### src/sv/dprf_pkg.sv
// Package: shared constants, reason codes and frame state type for the DNS reply filter.
package dprf_pkg;

    localparam int unsigned POS_W    = 16;
    localparam int unsigned ADDR_W   = 32;
    localparam int unsigned PORT_W   = 16;
    localparam int unsigned CFG_W    = 32;

    localparam logic [ADDR_W-1:0] SRC_ADDR_RESET = 32'h0808_0808;
    localparam logic [PORT_W-1:0] DNS_PORT_RESET = 16'd53;

    // configuration register indexes
    localparam logic CFG_SRC_ADDR = 1'b0;
    localparam logic CFG_DNS_PORT = 1'b1;

    localparam logic [15:0] TYPE_IPV4    = 16'h0800;
    localparam logic [15:0] TYPE_IPV6    = 16'h86DD;
    localparam logic [7:0]  PROTO_UDP    = 8'd17;
    localparam logic [15:0] FRAG_DF_ONLY = 16'h4000;

    // byte offsets within the frame
    localparam logic [POS_W-1:0] POS_TYPE_HI  = 16'd12;
    localparam logic [POS_W-1:0] POS_TYPE_LO  = 16'd13;
    localparam logic [POS_W-1:0] POS_IHL      = 16'd14;
    localparam logic [POS_W-1:0] POS_ID_HI    = 16'd18;
    localparam logic [POS_W-1:0] POS_ID_LO    = 16'd19;
    localparam logic [POS_W-1:0] POS_FRAG_HI  = 16'd20;
    localparam logic [POS_W-1:0] POS_FRAG_LO  = 16'd21;
    localparam logic [POS_W-1:0] POS_PROTO    = 16'd23;
    localparam logic [POS_W-1:0] POS_SRC_LO   = 16'd26;
    localparam logic [POS_W-1:0] POS_SRC_HI   = 16'd29;
    localparam logic [POS_W-1:0] POS_MAX      = 16'hFFFF;
    // last-byte positions below which a header is incomplete
    localparam logic [POS_W-1:0] RUNT_LAST    = 16'd13;
    localparam logic [POS_W-1:0] IP_MIN_LAST  = 16'd33;

    localparam logic [7:0] ETH_LEN   = 8'd14;
    localparam logic [7:0] UDP_LEN   = 8'd8;
    localparam logic [7:0] UDP_LAST  = 8'd7;   // UDP header complete at base + 7
    localparam logic [7:0] DNS_LAST  = 8'd19;  // DNS header complete at base + 19

    typedef logic [2:0] t_reason;
    localparam t_reason RSN_PASS = 3'd0;
    localparam t_reason RSN_RUNT = 3'd1;
    localparam t_reason RSN_IPV6 = 3'd2;
    localparam t_reason RSN_ZID  = 3'd3;
    localparam t_reason RSN_DF   = 3'd4;
    localparam t_reason RSN_AUTH = 3'd5;

    typedef struct packed {
        logic [POS_W-1:0]  pos;
        logic [15:0]       ether_type;
        logic [3:0]        header_words;
        logic [7:0]        ip_protocol;
        logic [ADDR_W-1:0] ip_source;
        logic [15:0]       ip_ident;
        logic [15:0]       fragment_word;
        logic [PORT_W-1:0] udp_source_port;
        logic [15:0]       dns_flag_bytes;
        logic [15:0]       answer_count;
    } t_frame_state;

    localparam t_frame_state FRAME_CLEAR = '0;

endpackage

### src/sv/dprf_if.sv
// Interfaces: frame byte channel and verdict channel.
interface dprf_byte_if;
    logic       valid;
    logic       ready;
    logic [7:0] frame_byte;
    logic       last_byte;

    modport source (output valid, output frame_byte, output last_byte, input ready);
    modport sink   (input valid, input frame_byte, input last_byte, output ready);
endinterface

interface dprf_verdict_if;
    logic       valid;
    logic       ready;
    logic       drop_frame;
    logic [2:0] verdict_reason;

    modport source (output valid, output drop_frame, output verdict_reason, input ready);
    modport sink   (input valid, input drop_frame, input verdict_reason, output ready);
endinterface

### src/sv/dns_reply_poison_filter.sv
// Top level: byte-stream DNS reply poison filter with registered verdict output.
//
//  channel     | dir | beat contents                    | notes
//  ------------+-----+----------------------------------+-----------------------------
//  i_frame     | in  | frame_byte[7:0], last_byte       | one frame byte per beat
//  o_verdict   | out | drop_frame, verdict_reason[2:0]  | one beat per frame, on last
//  i_cfg_*     | in  | index (0 addr, 1 port), data[31:0] | write-only, no wait states
//
// One byte per cycle sustained, unless a last byte waits on a stalled verdict. A beat is
// held in the input register, then the header capture and verdict logic settle from it
// into the frame state and, for a last byte, into the verdict register. Reset (synchronous,
// active low) clears the frame state, both valids and restores the filter address 8.8.8.8
// and port 53. A stalled verdict holds only a last byte in the input register; ordinary
// bytes keep flowing until the next frame's last byte arrives.
module dns_reply_poison_filter (
    input  logic                        i_clk,
    input  logic                        i_rst_n,
    dprf_byte_if.sink                   i_frame,
    dprf_verdict_if.source              o_verdict,
    input  logic                        i_cfg_we,
    input  logic                        i_cfg_index,
    input  logic [dprf_pkg::CFG_W-1:0]  i_cfg_data
);
    import dprf_pkg::*;

    // configuration
    logic [ADDR_W-1:0] r_src_addr;
    logic [PORT_W-1:0] r_dns_port;

    // input register
    logic       r_s1_valid;
    logic [7:0] r_s1_byte;
    logic       r_s1_last;

    // frame state and verdict register
    t_frame_state r_st, n_st;
    logic         r_out_valid;
    logic         r_out_drop, n_drop;
    t_reason      r_out_reason, n_reason;

    logic s1_adv;

    // a last byte needs the verdict register free; other bytes always move on
    assign s1_adv         = r_s1_valid && (!r_s1_last || !r_out_valid || o_verdict.ready);
    assign i_frame.ready  = !r_s1_valid || s1_adv;

    assign o_verdict.valid          = r_out_valid;
    assign o_verdict.drop_frame     = r_out_drop;
    assign o_verdict.verdict_reason = r_out_reason;

    always_ff @(posedge i_clk) begin
        if (!i_rst_n) begin
            r_src_addr <= SRC_ADDR_RESET;
            r_dns_port <= DNS_PORT_RESET;
        end else if (i_cfg_we) begin
            unique case (i_cfg_index)
                CFG_SRC_ADDR: r_src_addr <= i_cfg_data;
                CFG_DNS_PORT: r_dns_port <= i_cfg_data[PORT_W-1:0];
                default: ;
            endcase
        end
    end

    // header capture and verdict
    always_comb begin
        logic [7:0]       b;
        logic [POS_W-1:0] p;
        logic [7:0]       udp_base;
        logic [7:0]       dns_base;
        logic [POS_W-1:0] udp_pos;
        logic [POS_W-1:0] dns_pos;

        b    = r_s1_byte;
        p    = r_st.pos;
        n_st = r_st;

        if (p == POS_TYPE_HI)  n_st.ether_type[15:8]    = b;
        if (p == POS_TYPE_LO)  n_st.ether_type[7:0]     = b;
        if (p == POS_IHL)      n_st.header_words        = b[3:0];
        if (p == POS_ID_HI)    n_st.ip_ident[15:8]      = b;
        if (p == POS_ID_LO)    n_st.ip_ident[7:0]       = b;
        if (p == POS_FRAG_HI)  n_st.fragment_word[15:8] = b;
        if (p == POS_FRAG_LO)  n_st.fragment_word[7:0]  = b;
        if (p == POS_PROTO)    n_st.ip_protocol         = b;
        if (p >= POS_SRC_LO && p <= POS_SRC_HI)
            n_st.ip_source = {r_st.ip_source[ADDR_W-9:0], b};

        // UDP header follows the IP header; IHL of this very byte counts
        udp_base = ETH_LEN + {2'b00, n_st.header_words, 2'b00};
        dns_base = udp_base + UDP_LEN;
        udp_pos  = {8'h00, udp_base};
        dns_pos  = {8'h00, dns_base};
        if (p >= {8'h00, ETH_LEN}) begin
            if (p == udp_pos)          n_st.udp_source_port[15:8] = b;
            if (p == udp_pos + 16'd1)  n_st.udp_source_port[7:0]  = b;
            if (p == dns_pos + 16'd2)  n_st.dns_flag_bytes[15:8]  = b;
            if (p == dns_pos + 16'd3)  n_st.dns_flag_bytes[7:0]   = b;
            if (p == dns_pos + 16'd6)  n_st.answer_count[15:8]    = b;
            if (p == dns_pos + 16'd7)  n_st.answer_count[7:0]     = b;
        end

        // verdict, in priority order; length is p + 1
        n_drop   = 1'b0;
        n_reason = RSN_PASS;
        priority if (p < RUNT_LAST) begin
            n_drop = 1'b1; n_reason = RSN_RUNT;
        end else if (n_st.ether_type == TYPE_IPV6) begin
            n_drop = 1'b1; n_reason = RSN_IPV6;
        end else if (n_st.ether_type != TYPE_IPV4 || p < IP_MIN_LAST
                     || n_st.ip_protocol != PROTO_UDP || n_st.ip_source != r_src_addr) begin
            n_drop = 1'b0;
        end else if (n_st.ip_ident == 16'h0000) begin
            n_drop = 1'b1; n_reason = RSN_ZID;
        end else if (n_st.fragment_word == FRAG_DF_ONLY) begin
            n_drop = 1'b1; n_reason = RSN_DF;
        end else if (p < {8'h00, udp_base + UDP_LAST}
                     || n_st.udp_source_port != r_dns_port
                     || p < {8'h00, udp_base + DNS_LAST}
                     || !n_st.dns_flag_bytes[15]       // query
                     || n_st.dns_flag_bytes[5]         // AD set
                     || n_st.answer_count > 16'd1) begin
            n_drop = 1'b0;
        end else if (n_st.dns_flag_bytes[10]) begin   // AA set
            n_drop = 1'b1; n_reason = RSN_AUTH;
        end else begin
            n_drop = 1'b0;
        end

        if (r_s1_last) n_st = FRAME_CLEAR;
        else if (p != POS_MAX) n_st.pos = p + 16'd1;
    end

    always_ff @(posedge i_clk) begin
        if (!i_rst_n) begin
            r_s1_valid  <= 1'b0;
            r_st        <= FRAME_CLEAR;
            r_out_valid <= 1'b0;
        end else begin
            if (i_frame.ready) r_s1_valid <= i_frame.valid;
            if (s1_adv) r_st <= n_st;
            if (s1_adv && r_s1_last) r_out_valid <= 1'b1;
            else if (o_verdict.ready) r_out_valid <= 1'b0;
        end
    end

    always_ff @(posedge i_clk) begin
        if (i_frame.ready && i_frame.valid) begin
            r_s1_byte <= i_frame.frame_byte;
            r_s1_last <= i_frame.last_byte;
        end
        if (s1_adv && r_s1_last) begin
            r_out_drop   <= n_drop;
            r_out_reason <= n_reason;
        end
    end

    // a pass verdict never carries a reason
    a_pass_no_reason: assert property (@(posedge i_clk) disable iff (!i_rst_n)
        r_out_valid && !r_out_drop |-> r_out_reason == RSN_PASS)
        else $error("pass verdict with non-zero reason");

    // a drop verdict always names its reason
    a_drop_has_reason: assert property (@(posedge i_clk) disable iff (!i_rst_n)
        r_out_valid && r_out_drop |-> r_out_reason != RSN_PASS)
        else $error("drop verdict without reason");

    // position restarts after a frame ends
    a_pos_cleared: assert property (@(posedge i_clk) disable iff (!i_rst_n)
        $past(i_rst_n) && $past(s1_adv && r_s1_last) |-> r_st.pos == '0)
        else $error("frame state not cleared after last byte");

    // a last byte waiting on a stalled verdict is kept
    a_last_held: assert property (@(posedge i_clk) disable iff (!i_rst_n)
        r_s1_valid && r_s1_last && r_out_valid && !o_verdict.ready |=> r_s1_valid && r_s1_last)
        else $error("last byte lost while verdict stalled");

endmodule

### src/flat_wrapper.sv
// flat-port wrapper written by rule: the top's interface ports become plain ports
module dns_reply_poison_filter_flat import dprf_pkg::*;
  (i_clk, i_rst_n, i_cfg_we, i_cfg_index, i_cfg_data, i_frame_valid, i_frame_frame_byte, i_frame_last_byte, i_frame_ready, o_verdict_valid, o_verdict_drop_frame, o_verdict_verdict_reason, o_verdict_ready);
  dprf_byte_if i_frame_i ();
  dprf_verdict_if o_verdict_i ();
  input  logic i_clk;
  input  logic i_rst_n;
  input  logic i_cfg_we;
  input  logic i_cfg_index;
  input  logic [dprf_pkg::CFG_W-1:0] i_cfg_data;
  input wire logic [$bits(i_frame_i.valid)-1:0] i_frame_valid;
  input wire logic [$bits(i_frame_i.frame_byte)-1:0] i_frame_frame_byte;
  input wire logic [$bits(i_frame_i.last_byte)-1:0] i_frame_last_byte;
  output wire logic [$bits(i_frame_i.ready)-1:0] i_frame_ready;
  output wire logic [$bits(o_verdict_i.valid)-1:0] o_verdict_valid;
  output wire logic [$bits(o_verdict_i.drop_frame)-1:0] o_verdict_drop_frame;
  output wire logic [$bits(o_verdict_i.verdict_reason)-1:0] o_verdict_verdict_reason;
  input wire logic [$bits(o_verdict_i.ready)-1:0] o_verdict_ready;
  assign i_frame_i.valid = i_frame_valid;
  assign i_frame_i.frame_byte = i_frame_frame_byte;
  assign i_frame_i.last_byte = i_frame_last_byte;
  assign i_frame_ready = i_frame_i.ready;
  assign o_verdict_valid = o_verdict_i.valid;
  assign o_verdict_drop_frame = o_verdict_i.drop_frame;
  assign o_verdict_verdict_reason = o_verdict_i.verdict_reason;
  assign o_verdict_i.ready = o_verdict_ready;
  dns_reply_poison_filter u_core (.i_clk(i_clk), .i_rst_n(i_rst_n), .i_frame(i_frame_i), .o_verdict(o_verdict_i), .i_cfg_we(i_cfg_we), .i_cfg_index(i_cfg_index), .i_cfg_data(i_cfg_data));
endmodule
### config.mk
export PLATFORM = sky130hd
export DESIGN_NAME = dns_reply_poison_filter_flat
export DESIGN_NICKNAME = d
export VERILOG_FILES = /design/src/sv/dprf_pkg.sv /design/src/sv/dprf_if.sv /design/src/sv/dns_reply_poison_filter.sv /design/src/flat_wrapper.sv
export SDC_FILE = /design/constraint.sdc
export NUM_CORES = 1
export LEC_CHECK = 0
export BUFFER_PORTS_ARGS = -buffer_cell sky130_fd_sc_hd__buf_2
export CELL_PAD_IN_SITES_DETAIL_PLACEMENT = 1
export CELL_PAD_IN_SITES_GLOBAL_PLACEMENT = 1
export CORE_UTILIZATION = 53
export CTS_BUF_LIST = sky130_fd_sc_hd__clkbuf_8
export DETAILED_ROUTE_END_ITERATION = 8
export PLACE_DENSITY_LB_ADDON = 0.1
export SLEW_MARGIN = 20
export SYNTH_ARGS = -nofsm -noshare
export SYNTH_HDL_FRONTEND = slang
export SYNTH_SLANG_ARGS = --single-unit
### constraint.sdc
create_clock -name i_clk -period 16.5 [get_ports i_clk]
set_input_delay 3.3 -clock i_clk [delete_from_list [all_inputs] [get_ports i_clk]]
set_output_delay 3.3 -clock i_clk [all_outputs]
set_load 0.01 [all_outputs]
== Word level (Yosys, flattened, before mapping) ==
Cells that the tools add are included.
Storage, ports and cells
  bits in registers: 206
  input port bits: 47
  word-level logic and storage cells: 118
  output and inout port bits: 6
Operators by class
  add/sub/neg operators: 10
  eq/ne operators: 21
  muxes and demuxes: 32
  magnitude comparators: 8
  reduce and logical (&&, ||, !) cells: 27
  bitwise operators: 1
Operators by type and width (count)
  two-way mux 140 bit: 1
  two-way mux 8 bit: 13
  equality test 16 bit: 5
  equality test 16 x 5 -> 1 bit (second input constant): 5
  equality test 16 x 4 -> 1 bit (second input constant): 3
  two-way mux 48 bit: 1
  < comparator 16 x 8 -> 1 bit: 2
  two-way mux 16 bit: 2
  two-way mux 32 bit: 1
  inequality test 32 bit: 1
  adder 8 x 2 -> 9 bit (second input constant): 2
  adder 8 x 3 -> 9 bit (second input constant): 2
  adder 16 x 1 -> 16 bit (second input constant): 1
  equality test 16 x 15 -> 1 bit (second input constant): 1
  equality test 16 bit (second input constant): 1
  equality test 16 x 8 -> 1 bit: 1
  greater-or-equal comparator 16 x 4 -> 1 bit (second input constant): 1
  greater-or-equal comparator 16 x 5 -> 1 bit (second input constant): 1
  > comparator 16 x 1 -> 1 bit (second input constant): 1
  <= comparator 16 x 5 -> 1 bit (second input constant): 1
  logical NOT 16 bit: 1
  < comparator 16 x 4 -> 1 bit (second input constant): 1
  < comparator 16 x 6 -> 1 bit (second input constant): 1
  inequality test 16 x 12 -> 1 bit (second input constant): 1
  20 further kinds: 49

== Longest topological paths before layout ==
  depth after elaboration: 19
  gate-level depth with buffers: 25
  mapped depth without buffers: 23

== Worst setup path before layout ==
Ideal clock, no wire load.
  kind: input to output
  start: input o_verdict_ready
  end: output i_frame_ready
  buffers on the path: 0
  slack: 9.552 ns
  arrival time: 3.648 ns
  cell stages on the path: 2
  cells stage by stage: nor2b_1 -> nand3_1
Between the ends
  cells in the longest elaborated chain, start to end: 3
Ends and longest elaborated chain
  from (decl): RTL line flat_wrapper.sv:18  | input wire logic [$bits(o_verdict_i.ready)-1:0] o_verdict_ready;
  logical OR 1 bit: RTL line dns_reply_poison_filter.sv:44  | assign s1_adv = r_s1_valid && (!r_s1_last || !r_out_valid || o_verdict.ready);
  logical AND 1 bit: RTL line dns_reply_poison_filter.sv:44
  logical OR 1 bit: RTL line dns_reply_poison_filter.sv:45  | assign i_frame.ready = !r_s1_valid || s1_adv;
  to (decl): RTL line flat_wrapper.sv:14  | output wire logic [$bits(i_frame_i.ready)-1:0] i_frame_ready;
No other way between the ends.

== Final worst setup path ==
Ends and elaborated chain as after synthesis.

==> impl_metrics.py <==
metrics = {
    "worst_setup_path": {
        "crit_fanout": 4,
        "r2r-end": "u_core.o_verdict.verdict_reason[2]",
        "ff2ff_path_depth": 18,
        "critical_path_required_ns": 13.20,
        "arrival_ns": 4.15,
        "r2r_setup_slack_ns": 9.87,
        "cp-start-kind": "primary input",
        "reg2reg_from": "u_core.r_st[144]",
        "endpoint_kind": "primary output",
        "criticalPathCategory": "in2out",
    },
    "routing": {
        "drt_first_pass_iters": 7,
        "vias_per_cell": 6.150,
        "drc": 0,
        "antenna_left": 0,
        "wl_microns": 34450,
        "wl_per_cell_microns": 21.64,
        "vias": 9791,
        "drt-initial-drc-count": 612,
    },
    "final_layout": {
        "drive_above_1_share_pct": 10.59,
        "final_cell_mix": "dfxtp_1 (192), nand2_1 (145), nor2b_1 (133)",
        "design_area_sq_mm": 0.01203,
        "area_growth_pct": 10.40,
        "nNetsFinal": 1366,
        "final_common_cell": "dfxtp_1",
        "diodes": 0,
    },
    "yosys": {
        "synth_edf_count": 13,
        "yosysTopAreaCellShare_pct": 35.27,
        "syn_nets": 1343,
        "yosys.area.top_type": "dfxtp_1",
        "synthCells": 1272,
        "yosysWarnings": 0,
        "synth-seq-cells": 205,
        "synthFlopType": "dfxtp_1",
        "synth_area_leaders": "dfxtp_1 (35%), a22oi_1 (7.9%), nor2b_1 (7.7%), nand2_1 (5.0%), xor2_1 (3.7%)",
        "mappedNetlistArea_sq_mm": 0.01090,
        "synth.yosys.seq_area_share_pct": 38.86,
        "yosysUniqueCellTypes": 73,
        "synthArstFlopShare_pct": 0,
        "syn_avg_cell_area_sq_um": 8.567,
    },
    "grt": {
        "grt_pass1_wl_microns": 54760,
        "grt_pass1_vias": 10180,
        "track_usage_pct": 32.54,
        "grt_start_max_net_pins": 105,
        "antenna_found_initial": 0,
        "grt_overflow": 0,
    },
    "placed_design": {
        "place_area_sq_mm": 0.01128,
        "io_buffer_count": 52,
        "dp_hpwl_microns": 23410,
        "gp_congestion": 0.9271,
    },
    "clocking": {
        "cts.sinks": 205,
        "cts_resized": 0,
        "path_clk_slew_ns": 0.06,
        "cts.path.max_buffers": 3,
        "numCtsBuffers": 37,
        "cts_tree": "done",
        "root_buffer": "clkbuf_8",
        "h-tree-depth": 2,
        "ctsHoldBuffers": 0,
        "post_cts_buffers": 0,
        "clock_latency_ns": 0.55,
    },
    "floorplan": {
        "dieHeight_microns": 145.4,
        "core_sq_mm": 0.02017,
        "rows": 52,
        "initial_core_util_pct": 54.03,
        "num_io_pins": 53,
        "die_x_microns": 145.4,
        "dieArea_sq_mm": 0.02114,
    },
    "sta": {
        "max_clock_freq_ghz": 0.1342,
        "setup_viol": 0,
        "finalSetupTns_ns": 0,
        "tightest_slew_ns": 1.223,
        "period_minus_slack_ns": 7.451,
        "slew_headroom_pct": 18.27,
        "rsz0062_at_grt": "false",
        "clock_skew_ns": 0.03394,
        "fin_crit_sh_pct": 45.16,
        "slew_violations": 0,
        "hold_viol": 0,
    },
    "pwr": {
        "ir_drop_v": 0.00008112,
        "p_per_area_mw_per_mm2": 88.83,
        "leakage_uw": 0.004448,
    },
    "run": {
        "maxCapViolCount": 0,
    },
    "hold_path": {
        "holdPathStages": 2,
        "hold_path.class": "reg2reg",
        "holdPathEnd": "u_core.r_src_addr[3]",
        "hp-start": "u_core.r_src_addr[3]",
    },
    "outcome": {
        "status": "finished, final reports clean",
    },
}
how the worst max path moves through the flow:
stage / startpoint / end / slack, ns / depth (start not counted)
6_report: o_verdict_ready / i_frame_ready / 9.05 / 4
5_1_grt: o_verdict_ready / i_frame_ready / 9.03 / 4
4_1_cts: o_verdict_ready / i_frame_ready / 9.07 / 4
3_5_place_dp: o_verdict_ready / i_frame_ready / 9.07 / 4
3_3_place_gp: o_verdict_ready / i_frame_ready / 9.07 / 4
2_1_floorplan: o_verdict_ready / i_frame_ready / 9.55 / 2
final cells by class:
class                   instances  area [sq um]
flip-flops and latches        205          4234
multi-input cells             941          6201
clock inverters                18         75.07
inverters                      47         176.4
repair buffers                 63         345.3
well taps                     270         337.8
clock buffers                  48         660.6
fillers                      2415          8139
routing by layer:
metal,global-route usage [%],up-vias,share of wire (%)
met2,54.11,342,47
li1,-,4553,-
met3,6.771,94,6.1
met4,14.42,0,3.8
met1,40.70,4802,43
met5,0.6818,-,0
flip-flops by register name, indices dropped and copies added (netlist names):
signal	cells
u_core.o_verdict.drop_frame	1
u_core.o_verdict.valid	1
u_core.o_verdict.verdict_reason	3
u_core.r_dns_port	16
u_core.r_s1_byte	8
u_core.r_s1_last	1
u_core.r_s1_valid	1
u_core.r_src_addr	32
u_core.r_st	142
cell families after synthesis:
kind of cell	share of synthesized area, %
AO/OA/AOI/OAI	20.23
XOR/XNOR	5.546
adder cells (fa/ha/maj)	2.756
buffers and inverters	4.536
flip-flops	38.86
multiplexers	3.536
AND/OR/NAND/NOR	24.54
cells in the mapped netlist, types with 5 or more instances:
library cell,number
a21boi_0,44
a21oi_1,37
a22oi_1,114
a32oi_1,7
and2_1,15
and3_1,9
buf_1,5
clkbuf_1,69
dfxtp_1,192
edfxtp_1,13
ha_1,24
inv_1,46
mux2i_1,30
nand2_1,145
nand2b_1,8
nand3_1,26
nand3b_1,6
nand4_1,14
nor2_1,70
nor2b_1,134
nor3_1,23
nor4_1,16
o2111ai_1,6
o211ai_1,8
o21a_1,6
o21ai_0,28
o21ai_1,13
o22ai_1,8
or3_1,11
xnor2_1,23
xor2_1,46
power by group:
part	switching, uW	total (uW)	internal, uW
Combinational	47.1	70.9	23.8
Clock	220	480	260
Sequential	9.85	518	508
Total	277	1070	792
per-stage QoR:
step / hold slack [ns] / total power (uW) / std cells / setup slack [ns] / utilization, %
6_report: 0.4764 / 1069 / 1592 / 9.049 / 59.65
5_1_grt: 0.4918 / 1098 / 1592 / 9.028 / 59.65
4_1_cts: 0.4767 / 1070 / 1592 / 9.070 / 59.60
3_5_place_dp: 0.4700 / 597.0 / 1526 / 9.070 / 55.95
3_3_place_gp: 0.4529 / 595.5 / 1526 / 9.072 / 55.95
2_1_floorplan: 0.4410 / 567.8 / 1272 / 9.552 / -
critical path: stages:
cell and delay [ns]:
buf_2 0.10, nor2b_1 0.33, nand3_1 0.23, buf_2 0.20
Power figures use the tool's default switching activity.
